**src/sv/lipo_charge_state_estimator_defines.svh**
```systemverilog
// Assertion macros for the charge state estimator.
// No dependencies.
`ifndef LIPO_CHARGE_STATE_ESTIMATOR_DEFINES_SVH
`define LIPO_CHARGE_STATE_ESTIMATOR_DEFINES_SVH
// Assert that a condition implies a consequence on the same edge.
`define LCSE_ASSERT_IMPL(label, cond, cons) \
	label: assert property (@(posedge clk) disable iff (!arst_n) (cond) |-> (cons)) \
		else $error("label failed");
// Assert that a condition implies a consequence on the next edge.
`define LCSE_ASSERT_NEXT(label, cond, cons) \
	label: assert property (@(posedge clk) disable iff (!arst_n) (cond) |=> (cons)) \
		else $error("label failed");
`endif

```
**src/sv/lcse_pkg.sv**
```systemverilog
// Shared types and constants of the charge state estimator.
// No dependencies.
package lcse_pkg;
	localparam int AvgSamples = 16;
	localparam int AdcBits = 12;
	localparam int CntW = $clog2(AvgSamples);
	localparam int SumW = AdcBits + CntW;
	localparam logic [12:0] OnMv = 13'd4180;
	localparam logic [12:0] OffMv = 13'd4050;
	localparam logic [12:0] JumpMinMv = 13'd3900;
	localparam logic [12:0] PrevValidMv = 13'd500;
	localparam logic [12:0] MvMax = 13'd8191;
	localparam logic [31:0] MsPerPct = 32'd60000;
	localparam logic [7:0] ChargeCap = 8'd99;

	localparam logic [1:0] REG_SCALE = 2'd0;
	localparam logic [1:0] REG_STORED = 2'd1;
	localparam logic [1:0] REG_STATS = 2'd2;
	localparam logic [1:0] REG_INTERVAL = 2'd3;

	typedef struct packed {
		logic load;     // latch request, add sample
		logic scale;    // multiply average by scale
		logic decide;   // voltage, charger, curve multiply
		logic finish;   // percent and result
	} cmd_t;

	typedef struct packed {
		logic done_avg;  // request completes an average
	} sts_t;

	// curve point i (descending voltage), segment i is between i and i+1
	function automatic logic [12:0] curve_mv(input logic [3:0] i);
		unique case (i)
			4'd0: curve_mv = 13'd4200;
			4'd1: curve_mv = 13'd4100;
			4'd2: curve_mv = 13'd4000;
			4'd3: curve_mv = 13'd3900;
			4'd4: curve_mv = 13'd3800;
			4'd5: curve_mv = 13'd3700;
			4'd6: curve_mv = 13'd3600;
			4'd7: curve_mv = 13'd3500;
			4'd8: curve_mv = 13'd3400;
			4'd9: curve_mv = 13'd3300;
			default: curve_mv = 13'd3000;
		endcase
	endfunction

	function automatic logic [6:0] curve_pct(input logic [3:0] i);
		unique case (i)
			4'd0: curve_pct = 7'd100;
			4'd1: curve_pct = 7'd95;
			4'd2: curve_pct = 7'd88;
			4'd3: curve_pct = 7'd78;
			4'd4: curve_pct = 7'd65;
			4'd5: curve_pct = 7'd50;
			4'd6: curve_pct = 7'd35;
			4'd7: curve_pct = 7'd20;
			4'd8: curve_pct = 7'd10;
			4'd9: curve_pct = 7'd5;
			default: curve_pct = 7'd0;
		endcase
	endfunction
endpackage

```
**src/sv/lipo_charge_state_estimator.sv**
```systemverilog
// Top level of the LiPo charge state estimator.
// Depends on lcse_pkg, lcse_ctrl, lcse_datapath and the defines header.
//
//  channel | handshake            | payload
//  in      | in_valid / in_ready  | kind, raw_sample, now_ms, add_seconds
//  out     | out_valid/ out_ready | percent, voltage_mv, charging, updated,
//          |                      | cycles, session_seconds, total_seconds, save_request
//  cfg     | cfg_we               | cfg_idx, cfg_data
//
// A request that completes an average passes through load, scale multiply,
// decide with curve multiply and finish; any other request skips the decide step.
// The next request is taken in the cycle its predecessor's result is taken.
// Reset clears all counters and loads register reset values; a stalled
// output holds the result and the sequencer waits.
`include "lipo_charge_state_estimator_defines.svh"
module lipo_charge_state_estimator (
	input  logic              clk,
	input  logic              arst_n,
	input  logic              cfg_we,
	input  logic [1:0]        cfg_idx,
	input  logic [17:0]       cfg_data,
	input  logic              in_valid,
	output logic              in_ready,
	input  logic              kind,
	input  logic [11:0]       raw_sample,
	input  logic [31:0]       now_ms,
	input  logic [15:0]       add_seconds,
	output logic              out_valid,
	input  logic              out_ready,
	output logic signed [7:0] percent,
	output logic [12:0]       voltage_mv,
	output logic              charging,
	output logic              updated,
	output logic [31:0]       cycles,
	output logic [31:0]       session_seconds,
	output logic [31:0]       total_seconds,
	output logic              save_request
);
	lcse_pkg::cmd_t cmd;
	lcse_pkg::sts_t sts;

	// sequencer
	lcse_ctrl u_ctrl (
		.clk(clk), .arst_n(arst_n),
		.in_valid(in_valid), .in_ready(in_ready),
		.out_valid(out_valid), .out_ready(out_ready),
		.sts(sts), .cmd(cmd)
	);

	// arithmetic and state
	lcse_datapath u_dp (
		.clk(clk), .arst_n(arst_n), .cmd(cmd), .sts(sts),
		.cfg_we(cfg_we), .cfg_idx(cfg_idx), .cfg_data(cfg_data),
		.kind(kind), .raw_sample(raw_sample), .now_ms(now_ms), .add_seconds(add_seconds),
		.percent(percent), .voltage_mv(voltage_mv), .charging(charging),
		.updated(updated), .cycles(cycles), .session_seconds(session_seconds),
		.total_seconds(total_seconds), .save_request(save_request)
	);

	// a charging result never reports more than the cap
	`LCSE_ASSERT_IMPL(a_cap, out_valid && charging && updated, percent <= 8'sd99)
	// a result held under stall stays put
	`LCSE_ASSERT_NEXT(a_hold, out_valid && !out_ready, out_valid && $stable(cycles))
	// no request is taken mid-computation
	`LCSE_ASSERT_IMPL(a_busy, in_ready, out_valid || !$past(in_valid && in_ready))
endmodule

```
**src/sv/lcse_ctrl.sv**
```systemverilog
// Sequencer of the charge state estimator.
// Depends on lcse_pkg.
module lcse_ctrl (
	input  logic             clk,
	input  logic             arst_n,
	input  logic             in_valid,
	output logic             in_ready,
	output logic             out_valid,
	input  logic             out_ready,
	input  lcse_pkg::sts_t   sts,
	output lcse_pkg::cmd_t   cmd
);
	typedef enum logic [2:0] {S_IDLE, S_SCALE, S_DECIDE, S_FINISH, S_OUT} state_t;
	state_t state_q;

	// accept a new request once the previous result is taken or while it is taken
	assign in_ready = (state_q == S_IDLE) || (state_q == S_OUT && out_ready);
	assign out_valid = (state_q == S_OUT);

	always_comb begin
		cmd = '0;
		cmd.load = in_valid && in_ready;
		cmd.scale = (state_q == S_SCALE);
		cmd.decide = (state_q == S_DECIDE);
		cmd.finish = (state_q == S_FINISH);
	end

	always_ff @(posedge clk or negedge arst_n) begin
		if (!arst_n) begin
			state_q <= S_IDLE;
		end else begin
			unique case (state_q)
				S_IDLE: begin
					if (in_valid) state_q <= S_SCALE;
				end
				S_SCALE: begin
					state_q <= sts.done_avg ? S_DECIDE : S_FINISH;
				end
				S_DECIDE: state_q <= S_FINISH;
				S_FINISH: state_q <= S_OUT;
				S_OUT: begin
					if (out_ready) state_q <= in_valid ? S_SCALE : S_IDLE;
				end
				default: state_q <= S_IDLE;
			endcase
		end
	end
endmodule

```
**src/sv/lcse_datapath.sv**
```systemverilog
// Datapath of the charge state estimator: averaging, scaling, charger
// detection, percent estimate and runtime counters. Depends on lcse_pkg.
module lcse_datapath (
	input  logic                 clk,
	input  logic                 arst_n,
	input  lcse_pkg::cmd_t       cmd,
	output lcse_pkg::sts_t       sts,
	input  logic                 cfg_we,
	input  logic [1:0]           cfg_idx,
	input  logic [17:0]          cfg_data,
	input  logic                 kind,
	input  logic [11:0]          raw_sample,
	input  logic [31:0]          now_ms,
	input  logic [15:0]          add_seconds,
	output logic signed [7:0]    percent,
	output logic [12:0]          voltage_mv,
	output logic                 charging,
	output logic                 updated,
	output logic [31:0]          cycles,
	output logic [31:0]          session_seconds,
	output logic [31:0]          total_seconds,
	output logic                 save_request
);
	localparam int SW = lcse_pkg::SumW;
	localparam int CW = lcse_pkg::CntW;

	logic [17:0] scale_q;
	logic signed [7:0] known_q, cur_pct_q, base_q;
	logic stats_q;
	logic [15:0] interval_q;
	logic [SW-1:0] sum_q;
	logic [CW-1:0] cnt_q;
	logic [12:0] prev_q;
	logic chg_q;
	logic [31:0] start_q, cyc_q, sess_q, tot_q, last_save_q;

	logic kind_q, done_q, save_q, upd_q;
	logic [31:0] now_q;
	logic [15:0] secs_q;
	logic [31:0] interval_ms_q;
	logic [29:0] prod_q;
	logic [12:0] mv_q;
	logic [14:0] interp_q;
	logic [12:0] span_q;
	logic [6:0] lo_pct_q;
	logic clamp_hi_q, clamp_lo_q;
	logic [31:0] elapsed_q;

	// configuration writes
	logic signed [7:0] cfg_pct;
	always_comb begin
		cfg_pct = cfg_data[7:0];
		if (cfg_pct < -8'sd1 || cfg_pct > 8'sd100) cfg_pct = -8'sd1;
	end

	// average count; AvgSamples is a power of two so divide is a shift
	logic [SW-1:0] sum_next;
	assign sum_next = sum_q + SW'(raw_sample);
	logic [lcse_pkg::AdcBits-1:0] avg;
	assign avg = sum_q[SW-1:CW];

	// decide step combinational
	logic [12:0] mv;
	logic prev_ok, jump, drop, chg_next, start;
	logic [13:0] up_d, dn_d;
	logic [3:0] seg;
	always_comb begin
		mv = (prod_q[29:16] > 14'(lcse_pkg::MvMax)) ? lcse_pkg::MvMax : prod_q[28:16];
		prev_ok = prev_q > lcse_pkg::PrevValidMv;
		up_d = {1'b0, mv} - {1'b0, prev_q};
		dn_d = {1'b0, prev_q} - {1'b0, mv};
		jump = prev_ok && mv >= prev_q && up_d >= 14'd150 && mv >= lcse_pkg::JumpMinMv;
		drop = prev_ok && prev_q >= mv && dn_d >= 14'd120;
		if (mv >= lcse_pkg::OnMv || jump) chg_next = 1'b1;
		else if (mv < lcse_pkg::OffMv || drop) chg_next = 1'b0;
		else chg_next = chg_q;
		start = chg_next && !chg_q;
		seg = 4'd9;
		for (int i = 8; i >= 0; i--) begin
			if (mv >= lcse_pkg::curve_mv(4'(i + 1))) seg = 4'(i);
		end
	end

	// finish step
	logic [6:0] frac;
	logic [31:0] inc;
	logic signed [7:0] chg_pct, base_eff, curve_res;
	logic [8:0] sum_pct;
	always_comb begin
		// round(pos*d/span): pos*d*2+span over 2*span; the step is at most 15
		frac = '0;
		for (int k = 0; k < 15; k++) begin
			if ({interp_q, 1'b0} + 16'(span_q) >= 16'(({1'b0, span_q, 1'b0}) * k + 2 * span_q))
				frac = 7'(k + 1);
		end
		if (clamp_hi_q) curve_res = 8'sd100;
		else if (clamp_lo_q) curve_res = 8'sd0;
		else curve_res = 8'(lo_pct_q + frac);
		inc = '0;
		for (int k = 1; k <= 99; k++) begin
			if (elapsed_q >= lcse_pkg::MsPerPct * 32'(k)) inc = 32'(k);
		end
		base_eff = (base_q >= 0) ? base_q : 8'sd0;
		sum_pct = 9'(base_eff) + 9'(inc[6:0]);
		if (inc >= 32'(lcse_pkg::ChargeCap) || sum_pct > 9'(lcse_pkg::ChargeCap))
			chg_pct = lcse_pkg::ChargeCap;
		else chg_pct = sum_pct[7:0];
	end

	assign sts.done_avg = done_q;

	always_ff @(posedge clk or negedge arst_n) begin
		if (!arst_n) begin
			scale_q <= 18'd105626;
			known_q <= -8'sd1;
			stats_q <= 1'b1;
			interval_q <= 16'd300;
			sum_q <= '0;
			cnt_q <= '0;
			prev_q <= '0;
			chg_q <= 1'b0;
			cur_pct_q <= -8'sd1;
			base_q <= -8'sd1;
			start_q <= '0;
			cyc_q <= '0;
			sess_q <= '0;
			tot_q <= '0;
			last_save_q <= '0;
			percent <= -8'sd1;
			voltage_mv <= '0;
			charging <= 1'b0;
			updated <= 1'b0;
			cycles <= '0;
			session_seconds <= '0;
			total_seconds <= '0;
			save_request <= 1'b0;
			done_q <= 1'b0;
			upd_q <= 1'b0;
			save_q <= 1'b0;
			mv_q <= '0;
			elapsed_q <= '0;
			clamp_hi_q <= 1'b0;
			clamp_lo_q <= 1'b0;
			span_q <= '0;
			lo_pct_q <= '0;
			interp_q <= '0;
		end else begin
			if (cfg_we) begin
				unique case (cfg_idx)
					lcse_pkg::REG_SCALE: scale_q <= cfg_data;
					lcse_pkg::REG_STORED: known_q <= cfg_pct;
					lcse_pkg::REG_STATS: stats_q <= cfg_data[0];
					lcse_pkg::REG_INTERVAL: interval_q <= cfg_data[15:0];
					default: ;
				endcase
			end
			if (cmd.load) begin
				done_q <= 1'b0;
				if (!kind) begin
					if (cnt_q == CW'(lcse_pkg::AvgSamples - 1)) done_q <= 1'b1;
					sum_q <= sum_next;
					cnt_q <= cnt_q + 1'b1;
				end
			end
			if (cmd.scale) begin
				upd_q <= done_q;
				save_q <= 1'b0;
				if (!done_q && kind_q && !chg_q) begin
					sess_q <= sess_q + 32'(secs_q);
					tot_q <= tot_q + 32'(secs_q);
					if (stats_q && (now_q - last_save_q) >= interval_ms_q) begin
						save_q <= 1'b1;
						last_save_q <= now_q;
					end
				end
				if (done_q) begin
					sum_q <= '0;
					cnt_q <= '0;
				end
			end
			if (cmd.decide) begin
				prev_q <= mv;
				mv_q <= mv;
				chg_q <= chg_next;
				if (start) begin
					if (cur_pct_q >= 0) base_q <= cur_pct_q;
					else if (known_q >= 0) base_q <= known_q;
					else base_q <= 8'sd0;
					start_q <= now_q;
					if (stats_q) begin
						cyc_q <= cyc_q + 1'b1;
						sess_q <= '0;
						save_q <= 1'b1;
						last_save_q <= now_q;
					end
				end
				elapsed_q <= now_q - (start ? now_q : start_q);
				clamp_hi_q <= mv >= 13'd4200;
				clamp_lo_q <= mv <= 13'd3000;
				span_q <= lcse_pkg::curve_mv(seg) - lcse_pkg::curve_mv(seg + 4'd1);
				lo_pct_q <= lcse_pkg::curve_pct(seg + 4'd1);
				interp_q <= 15'((mv - lcse_pkg::curve_mv(seg + 4'd1))
					* 13'(lcse_pkg::curve_pct(seg) - lcse_pkg::curve_pct(seg + 4'd1)));
			end
			if (cmd.finish) begin
				if (upd_q) begin
					voltage_mv <= mv_q;
					if (!chg_q) begin
						cur_pct_q <= curve_res;
						percent <= curve_res;
						base_q <= -8'sd1;
						known_q <= curve_res;
					end else begin
						cur_pct_q <= chg_pct;
						percent <= chg_pct;
					end
				end
				charging <= chg_q;
				updated <= upd_q;
				cycles <= cyc_q;
				session_seconds <= sess_q;
				total_seconds <= tot_q;
				save_request <= save_q;
			end
		end
	end

	// request payload and product register
	always_ff @(posedge clk) begin
		if (cmd.load) begin
			kind_q <= kind;
			now_q <= now_ms;
			secs_q <= add_seconds;
			interval_ms_q <= 32'(interval_q) * 32'd1000;
		end
		if (cmd.scale) prod_q <= 30'(avg) * 30'(scale_q);
	end
endmodule

```
**config.mk**
```make
export PLATFORM = sky130hd
export DESIGN_NAME = lipo_charge_state_estimator
export DESIGN_NICKNAME = d
export VERILOG_FILES = /design/src/sv/lcse_pkg.sv /design/src/sv/lipo_charge_state_estimator.sv /design/src/sv/lcse_ctrl.sv /design/src/sv/lcse_datapath.sv
export VERILOG_INCLUDE_DIRS = /design/src /design/src/sv
export SDC_FILE = /design/constraint.sdc
export NUM_CORES = 2
export LEC_CHECK = 0
export BUFFER_PORTS_ARGS = -buffer_cell sky130_fd_sc_hd__buf_2
export CORE_ASPECT_RATIO = 0.75
export CORE_MARGIN = 2
export CORE_UTILIZATION = 54
export CTS_BUF_LIST = sky130_fd_sc_hd__clkbuf_16
export DETAILED_ROUTE_END_ITERATION = 8
export PLACE_DENSITY = 0.71
export SYNTH_ARGS = -nofsm -noshare
export SYNTH_HDL_FRONTEND = slang
export SYNTH_SLANG_ARGS = --single-unit
```
**constraint.sdc**
```tcl
create_clock -name clk -period 25.9 [get_ports clk]
set_input_delay 2.59 -clock clk [delete_from_list [all_inputs] [get_ports clk]]
set_output_delay 2.59 -clock clk [all_outputs]
set_load 0.05 [all_outputs]
```
Word level (Yosys, flattened, before mapping)
Memories as Yosys holds them, arrays and structs flattened. A register that Yosys moved wholly into a read port is not among the register bits.
Cells that the tools add are included.
{"block": "word_totals", "elab_cells": 446, "mem_count": 6, "reg_bits": 535, "mem_bits_ro": 864}
{"block": "classes", "eq_ne": 10, "reduce_logical": 28, "order_cmp": 141, "n_mux": 182, "n_addsub": 30, "mul": 13}
{"name": "(name not given)", "depth": 16, "width": 11, "read_ports": 1, "rd_clocked_by_memory_dff": 0, "write_ports": 0, "line_no": "lcse_pkg.sv:34", "source": "unique case (i)"}
{"name": "(name not given)", "depth": 16, "width": 11, "read_ports": 1, "rd_clocked_by_memory_dff": 0, "write_ports": 0, "line_no": "lcse_pkg.sv:34"}
{"name": "(name not given)", "depth": 16, "width": 11, "read_ports": 1, "rd_clocked_by_memory_dff": 0, "write_ports": 0, "line_no": "lcse_pkg.sv:34"}
{"name": "(name not given)", "depth": 16, "width": 7, "read_ports": 1, "rd_clocked_by_memory_dff": 1, "write_ports": 0, "line_no": "lcse_pkg.sv:50", "source": "unique case (i)"}
{"name": "(name not given)", "depth": 16, "width": 7, "read_ports": 1, "rd_clocked_by_memory_dff": 0, "write_ports": 0, "line_no": "lcse_pkg.sv:50"}
{"name": "(name not given)", "depth": 16, "width": 7, "read_ports": 1, "rd_clocked_by_memory_dff": 0, "write_ports": 0, "line_no": "lcse_pkg.sv:50"}
{"operator": "$ge 32x22->1 const B", "count": 35}
{"operator": "$ge 32x23->1 const B", "count": 30}
{"operator": "$ge 32x21->1 const B", "count": 17}
{"operator": "$mux 32", "count": 12}
{"operator": "$ge 32x20->1 const B", "count": 9}
{"operator": "$mux 7", "count": 38}
{"operator": "$ge 16x16->1", "count": 14}
{"operator": "$add 16x14->16", "count": 12}
{"operator": "$mux 6", "count": 32}
{"operator": "$mux 8", "count": 18}
{"operator": "$ge 32x19->1 const B", "count": 4}
{"operator": "$mux 4", "count": 28}
{"operator": "$ge 13x12->1 const B", "count": 8}
{"operator": "$mux 5", "count": 16}
{"operator": "$add 32x16->32", "count": 2}
{"operator": "$ge 32x18->1 const B", "count": 2}
{"operator": "$mux 16", "count": 4}
{"operator": "$sub 32x32->32", "count": 2}
{"operator": "$mux 13", "count": 4}
{"operator": "$mul 13x4->15 const B", "count": 3}
{"operator": "$sub 13x13->14", "count": 3}
{"operator": "$ge 13x13->1 const B", "count": 3}
{"operator": "$add 32x1->32 const B", "count": 1}
{"operator": "$ge 32x16->1 const B", "count": 1}
{"operator": "other kinds (51)", "count": 106}

Depth between registers and ports, before layout
{"block": "depth", "ltp_word": 105, "ltp_mapped": 44, "depth_no_buf": 42}

Cells and area by module
From an unflattened synthesis, not the netlist that was laid out.
{"block": "unflattened", "hier_cells": 6161, "hier_area_um2": 56032.5}
{"mod": "lcse_datapath", "seq_area_each_um2": 13515.5, "cells_each": 6141, "area_per_inst_um2": 55843.6, "instances": 1}
{"mod": "lcse_ctrl", "seq_area_each_um2": 75.1, "cells_each": 20, "area_per_inst_um2": 188.9, "instances": 1}

Least setup slack after synthesis
No wires, ideal clock.
{"block": "synth_timing", "path_kind": "flip-flop to flip-flop", "from": "register u_dp.prod_q[29]", "to": "register u_dp.interp_q[14]", "t_arrival_ns": 9.243, "slack_ns": 16.524, "n_path_buf": 2, "stages_incl_launch_ff": 38, "setup_time_ns": 0.133, "required_time_ns": 25.767, "cell_sequence": "edfxtp_1 > clkbuf_1 > nor2_2 > clkinv_1 > nor4b_1 > nand3_1 > or4_1 > o2111ai_1 > a21o_1 > a221oi_4 > ha_1 > clkbuf_1 > xnor2_1 > nand3_1 > nand2_1 > ha_1 > nor2b_1 > o21ai_0 > [... 2 more ...] > a21boi_1 > and2_1 > fa_1 > fa_1 > inv_1 > fa_1 > inv_1 > fa_1 > fa_1 > ha_1 > nor2b_1 > o21a_1 > nor4_1 > o41ai_1 > xnor2_1 > xnor3_1 > xnor2_1 > o21ai_0"}
{"block": "synth_via", "elab_chain_len": 17}
{"element": "start: declaration", "line_no": "lcse_datapath.sv:41", "source": "logic [29:0] prod_q;"}
{"element": "start signal: assignment", "line_no": "lcse_datapath.sv:236", "source": "if (cmd.scale) prod_q <= 30'(avg) * 30'(scale_q);"}
{"element": "$gt 14x13->1 *", "line_no": "lcse_datapath.sv:68", "source": "mv = (prod_q[29:16] > 14'(lcse_pkg::MvMax)) ? lcse_pkg::MvMax : prod_q[28:16];"}
{"element": "$mux 13 *", "line_no": "lcse_datapath.sv:68"}
{"element": "via u_dp.mv[1]", "line_no": "lcse_datapath.sv:63", "source": "logic [12:0] mv;"}
{"element": "$ge 13x12->1", "line_no": "lcse_datapath.sv:80", "source": "if (mv >= lcse_pkg::curve_mv(4'(i + 1))) seg = 4'(i);"}
{"element": "$mux 1", "line_no": "lcse_datapath.sv:80"}
{"element": "$mux 4 (8 in series)", "line_no": "lcse_datapath.sv:80"}
{"element": "$add 4x1->4", "line_no": "lcse_datapath.sv:202, lcse_datapath.sv:203"}
{"element": "$mem_v2 16x11 / $mem_v2 16x7 (equally long branches)"}
{"element": "$mux 13 / $mux 7 (equally long branches)", "line_no": "lcse_datapath.sv:181", "source": "if (cmd.decide) begin"}
{"element": "$sub 13x13->14 / $sub 7x7->8 (equally long branches)", "line_no": "lcse_datapath.sv:202, lcse_datapath.sv:203"}
{"element": "$mul 15x13->15 *", "line_no": "lcse_datapath.sv:203", "source": "* 13'(lcse_pkg::curve_pct(seg) - lcse_pkg::curve_pct(seg + 4'd1)));"}
{"element": "end signal: assignment", "line_no": "lcse_datapath.sv:202", "source": "interp_q <= 15'((mv - lcse_pkg::curve_mv(seg + 4'd1))"}
{"element": "end: declaration", "line_no": "lcse_datapath.sv:43", "source": "logic [14:0] interp_q;"}
The timed path passes the listed nets; every way through them passes the cells marked *. The select of a mux whose other input is x is not followed.
A chain may end at the register's enable or synchronous reset.

Worst setup path in the final report
Ends and elaborated chain as after synthesis.

==> metrics.txt <==
status finished, final reports clean; pin count of the biggest net entering global routing roughly 160; half-perimeter wire length after placement between 100 and 150 mm; count of standard-cell rows about 100; net count after synthesis around 7.7k; CP peak stage delay around 700 ps; Critical Path AT about 12000 ps; count of input and output buffers roughly 210; full die area around 0.11 mm^2; Hold Crit Start u_dp.cycles[30]; number of resized instances in the post-cts repair step 0; Clock Root Buffer clkbuf_16; cell occurring most often along the worst timing path fa_1; H-tree depth reported by CTS 2; Worst R2R Start u_dp.prod_q[29]; Synth cell types 96; most frequent cells in the layout 943 x nand2_1, 687 x ha_1, 614 x inv_1; TritonCTS clock tree yes; part of the Yosys area used for sequential elements a little under a quarter; post-synthesis adder-cell area fraction ~28%; number of clock buffers inserted by TritonCTS 60; global route total overflow 0; wire length of the first global-routing pass between 200 and 300 mm; die width approximately 380 um; unrepaired setup endpoints after global routing false; top cell family by delay on the critical path adder cells; Final Cycle Share 44.4%; GRT Overall Usage around 34%; worst min-delay path class reg -> reg; Critical Path Stages 35; number of hold buffers added after cts 0; synthesized-area fraction occupied by ao, oa, aoi and oai cells between 10% and 20%; Fill cells slightly above 9k; initial cell density of the core between 50 and 60%; sum of negative setup slack 0 ps; length in cells of the worst reg-to-reg path 35; measured slew at the worst slew-check pin approximately 1100 ps; Max Clock Skew about 93 ps; Final Max Tran Viols 0; fraction of layout cells with a size suffix above 1 8.95%; Clk Latency, worst-skew pair approximately 690 ps; final instance area about 0.061 mm^2; start point of the critical path u_dp.prod_q[29]; antenna violations before repair 13; detailed-route vias per instance approximately 6.0; final cell utilization of the core approximately three fifths; total DRC errors in the routed layout 0; Startpoint Class flip-flop; Detail Route Antenna Nets 0; post-CTS setup buffers 0; worst hold slack across all endpoints ~470 ps; worst-path cell with the longest stage delay edfxtp_1; capturing element type of the critical path flip-flop; parity-gate share of the synthesized area counting xor and xnor cells around 6%; setup slack, reg-to-reg approximately 14000 ps; synthesis-stage register bit count ~520; number of top-level pins ~210; leading cell type in the layout, fill and taps excluded nand2_1; most used flip-flop cell after synthesis dfrtp_1; type of the worst setup path reg -> reg; Detailed Route WL between 150 and 200 mm; required arrival time at the worst endpoint ~26000 ps; cell area after synthesis 0.0567 mm^2; Syn Inst Count 6531; number of endpoints failing setup at the final stage 0; maximum clock rate 87.1 MHz; area after detailed placement just under 0.06 mm^2; proportion of synthesized area in mux cells between 2 and 3%; largest family of logic cells by synthesized area adder cells; Reg clk slew, reported paths 70 ps; number of DRC markers after the initial detailed-route iteration about 4.2k; number of hold-slack violations in the final timing report 0; Vias around 48k; top fanout value on the critical path 21; drt pass-1 iters 6; total of max-cap violations 0; Final nets 7759; Worst slew margin a little under a quarter; ys async rst share a little over four fifths; vias in the first global route 47.7k; minimum clock period after layout approximately 11000 ps; Final GP Congestion between 1 and 1.5; number of buffers and inverters on the critical path 3; y dimension of the die 285 um; synthesized area per cell between 8 and 9 um^2; maximum buffer depth of the clock tree 3; total clock sinks about 520; post-synthesis to final-layout area growth 8.04%; Post-synth EDFFs 86; Routed WL per cell ~22 um; Warnings, synthesis 0; depth of the worst hold-timing path 2; Placeable Area just over 0.1 mm^2; area fraction in and, or, nand and nor cells after synthesis 16.9%
-- logic make-up (layout without fill, tap and decap cells) --
family	count (synthesis)	count (layout)
xor gates and xnor gates	391	391
DFF	524	524
muxes	140	140
buffers and inverters	842	996
and+or+nand+nor	2077	2077
adders and majority gates	1039	1039
AOI/OAI and AO/OA	1518	1518
other	0	3
-- sequential cells by signal, indices dropped and copies added, names as in the netlist, 11 cells and up --
register              cells
u_dp.sess_q              32
u_dp.tot_q               32
u_dp.last_save_q         32
u_dp.session_seconds     32
u_dp.prev_q              13
u_dp.span_q              11
u_dp.interval_q          16
u_dp.secs_q              16
u_dp.prod_q              14
u_dp.elapsed_q           32
u_dp.start_q             32
u_dp.cycles              32
u_dp.interval_ms_q       23
u_dp.voltage_mv          13
u_dp.total_seconds       32
u_dp.now_q               32
u_dp.interp_q            15
u_dp.scale_q             18
u_dp.sum_q               16
u_dp.cyc_q               32
-- metrics by stage --
step / worst slack [ps] / instances
after floorplan: 16520 / 6531
after global placement: 14780 / 7976
after detailed placement: 14600 / 7976
after CTS: 14500 / 8089
after global routing: 13650 / 8089
final: 14410 / 8092
-- layout make-up --
| cell class | instances | area [um^2] | area share [%] |
|---|---|---|---|
| antenna | 3 | 7.51 | 0.0123 |
| sequential | 524 | 13600 | 22.2 |
| tap | 1404 | 1760 | 2.87 |
| multi-input combinational | 5165 | 40000 | 65.3 |
| clock inverter | 51 | 488 | 0.797 |
| clock buffer | 62 | 1550 | 2.53 |
| timing repair buffer | 270 | 1530 | 2.50 |
| inverter | 613 | 2300 | 3.76 |
-- final timing paths --
| kind | end |
|---|---|
| worst max register to register | u_dp.interp_q[14] |
| max in group asynchronous | u_dp.elapsed_q[8] |
| worst min-delay path | u_dp.cycles[30] |
| min in group asynchronous | u_dp.interval_q[4] |
| worst min register to register | u_dp.cycles[30] |
| worst max-delay path | u_dp.interp_q[14] |
-- worst min-delay path, stage by stage, from the launching register on --
cell	delay, ps
dfrtp_1	340
nand2_1	50
nand2_1	60
-- per-layer routing --
metal / share of wire, % / vias up / global-route usage (%)
met1: 47 / 23640 / 50.3
li1: - / 22634 / -
met5: 0.024 / - / 0
met3: 7.9 / 322 / 5.79
met4: 3.5 / 6 / 10.6
met2: 42 / 1726 / 48.8
-- synth_stat cells (12+ instances only) --
library cell / count / area, um^2
o21a_1: 102 / 766
nand2b_1: 85 / 532
nor4_1: 27 / 169
nand3_1: 130 / 651
edfxtp_1: 86 / 2580
o31ai_1: 37 / 278
a311oi_1: 15 / 131
mux2_2: 72 / 811
or3_1: 36 / 225
o41ai_1: 13 / 114
a31oi_1: 58 / 363
o21ai_0: 407 / 2040
buf_1: 15 / 56.3
a21oi_1: 412 / 2060
nor2b_1: 80 / 500
xnor2_1: 267 / 2340
nand4_1: 47 / 294
mux2i_1: 40 / 400
a211o_1: 15 / 131
ha_1: 687 / 8600
a31o_2: 12 / 105
a21boi_0: 44 / 330
a211oi_1: 35 / 263
or2_2: 37 / 231
nor2_1: 355 / 1330
fa_1: 352 / 7050
o31a_1: 13 / 114
nand3b_1: 14 / 105
nand2_1: 945 / 3550
dfstp_2: 38 / 998
o21bai_1: 65 / 488
and3_1: 52 / 325
and2_1: 112 / 701
dfrtp_1: 400 / 10000
xor2_1: 122 / 1070
nor3_1: 100 / 500
nor3b_1: 13 / 97.6
o211ai_1: 48 / 360
clkbuf_1: 202 / 758
mux2_4: 28 / 420
a21o_1: 114 / 856
inv_1: 609 / 2290
Power is not shown: default switching activity piles up to over one toggle a cycle in this logic, so the estimate is an artifact.
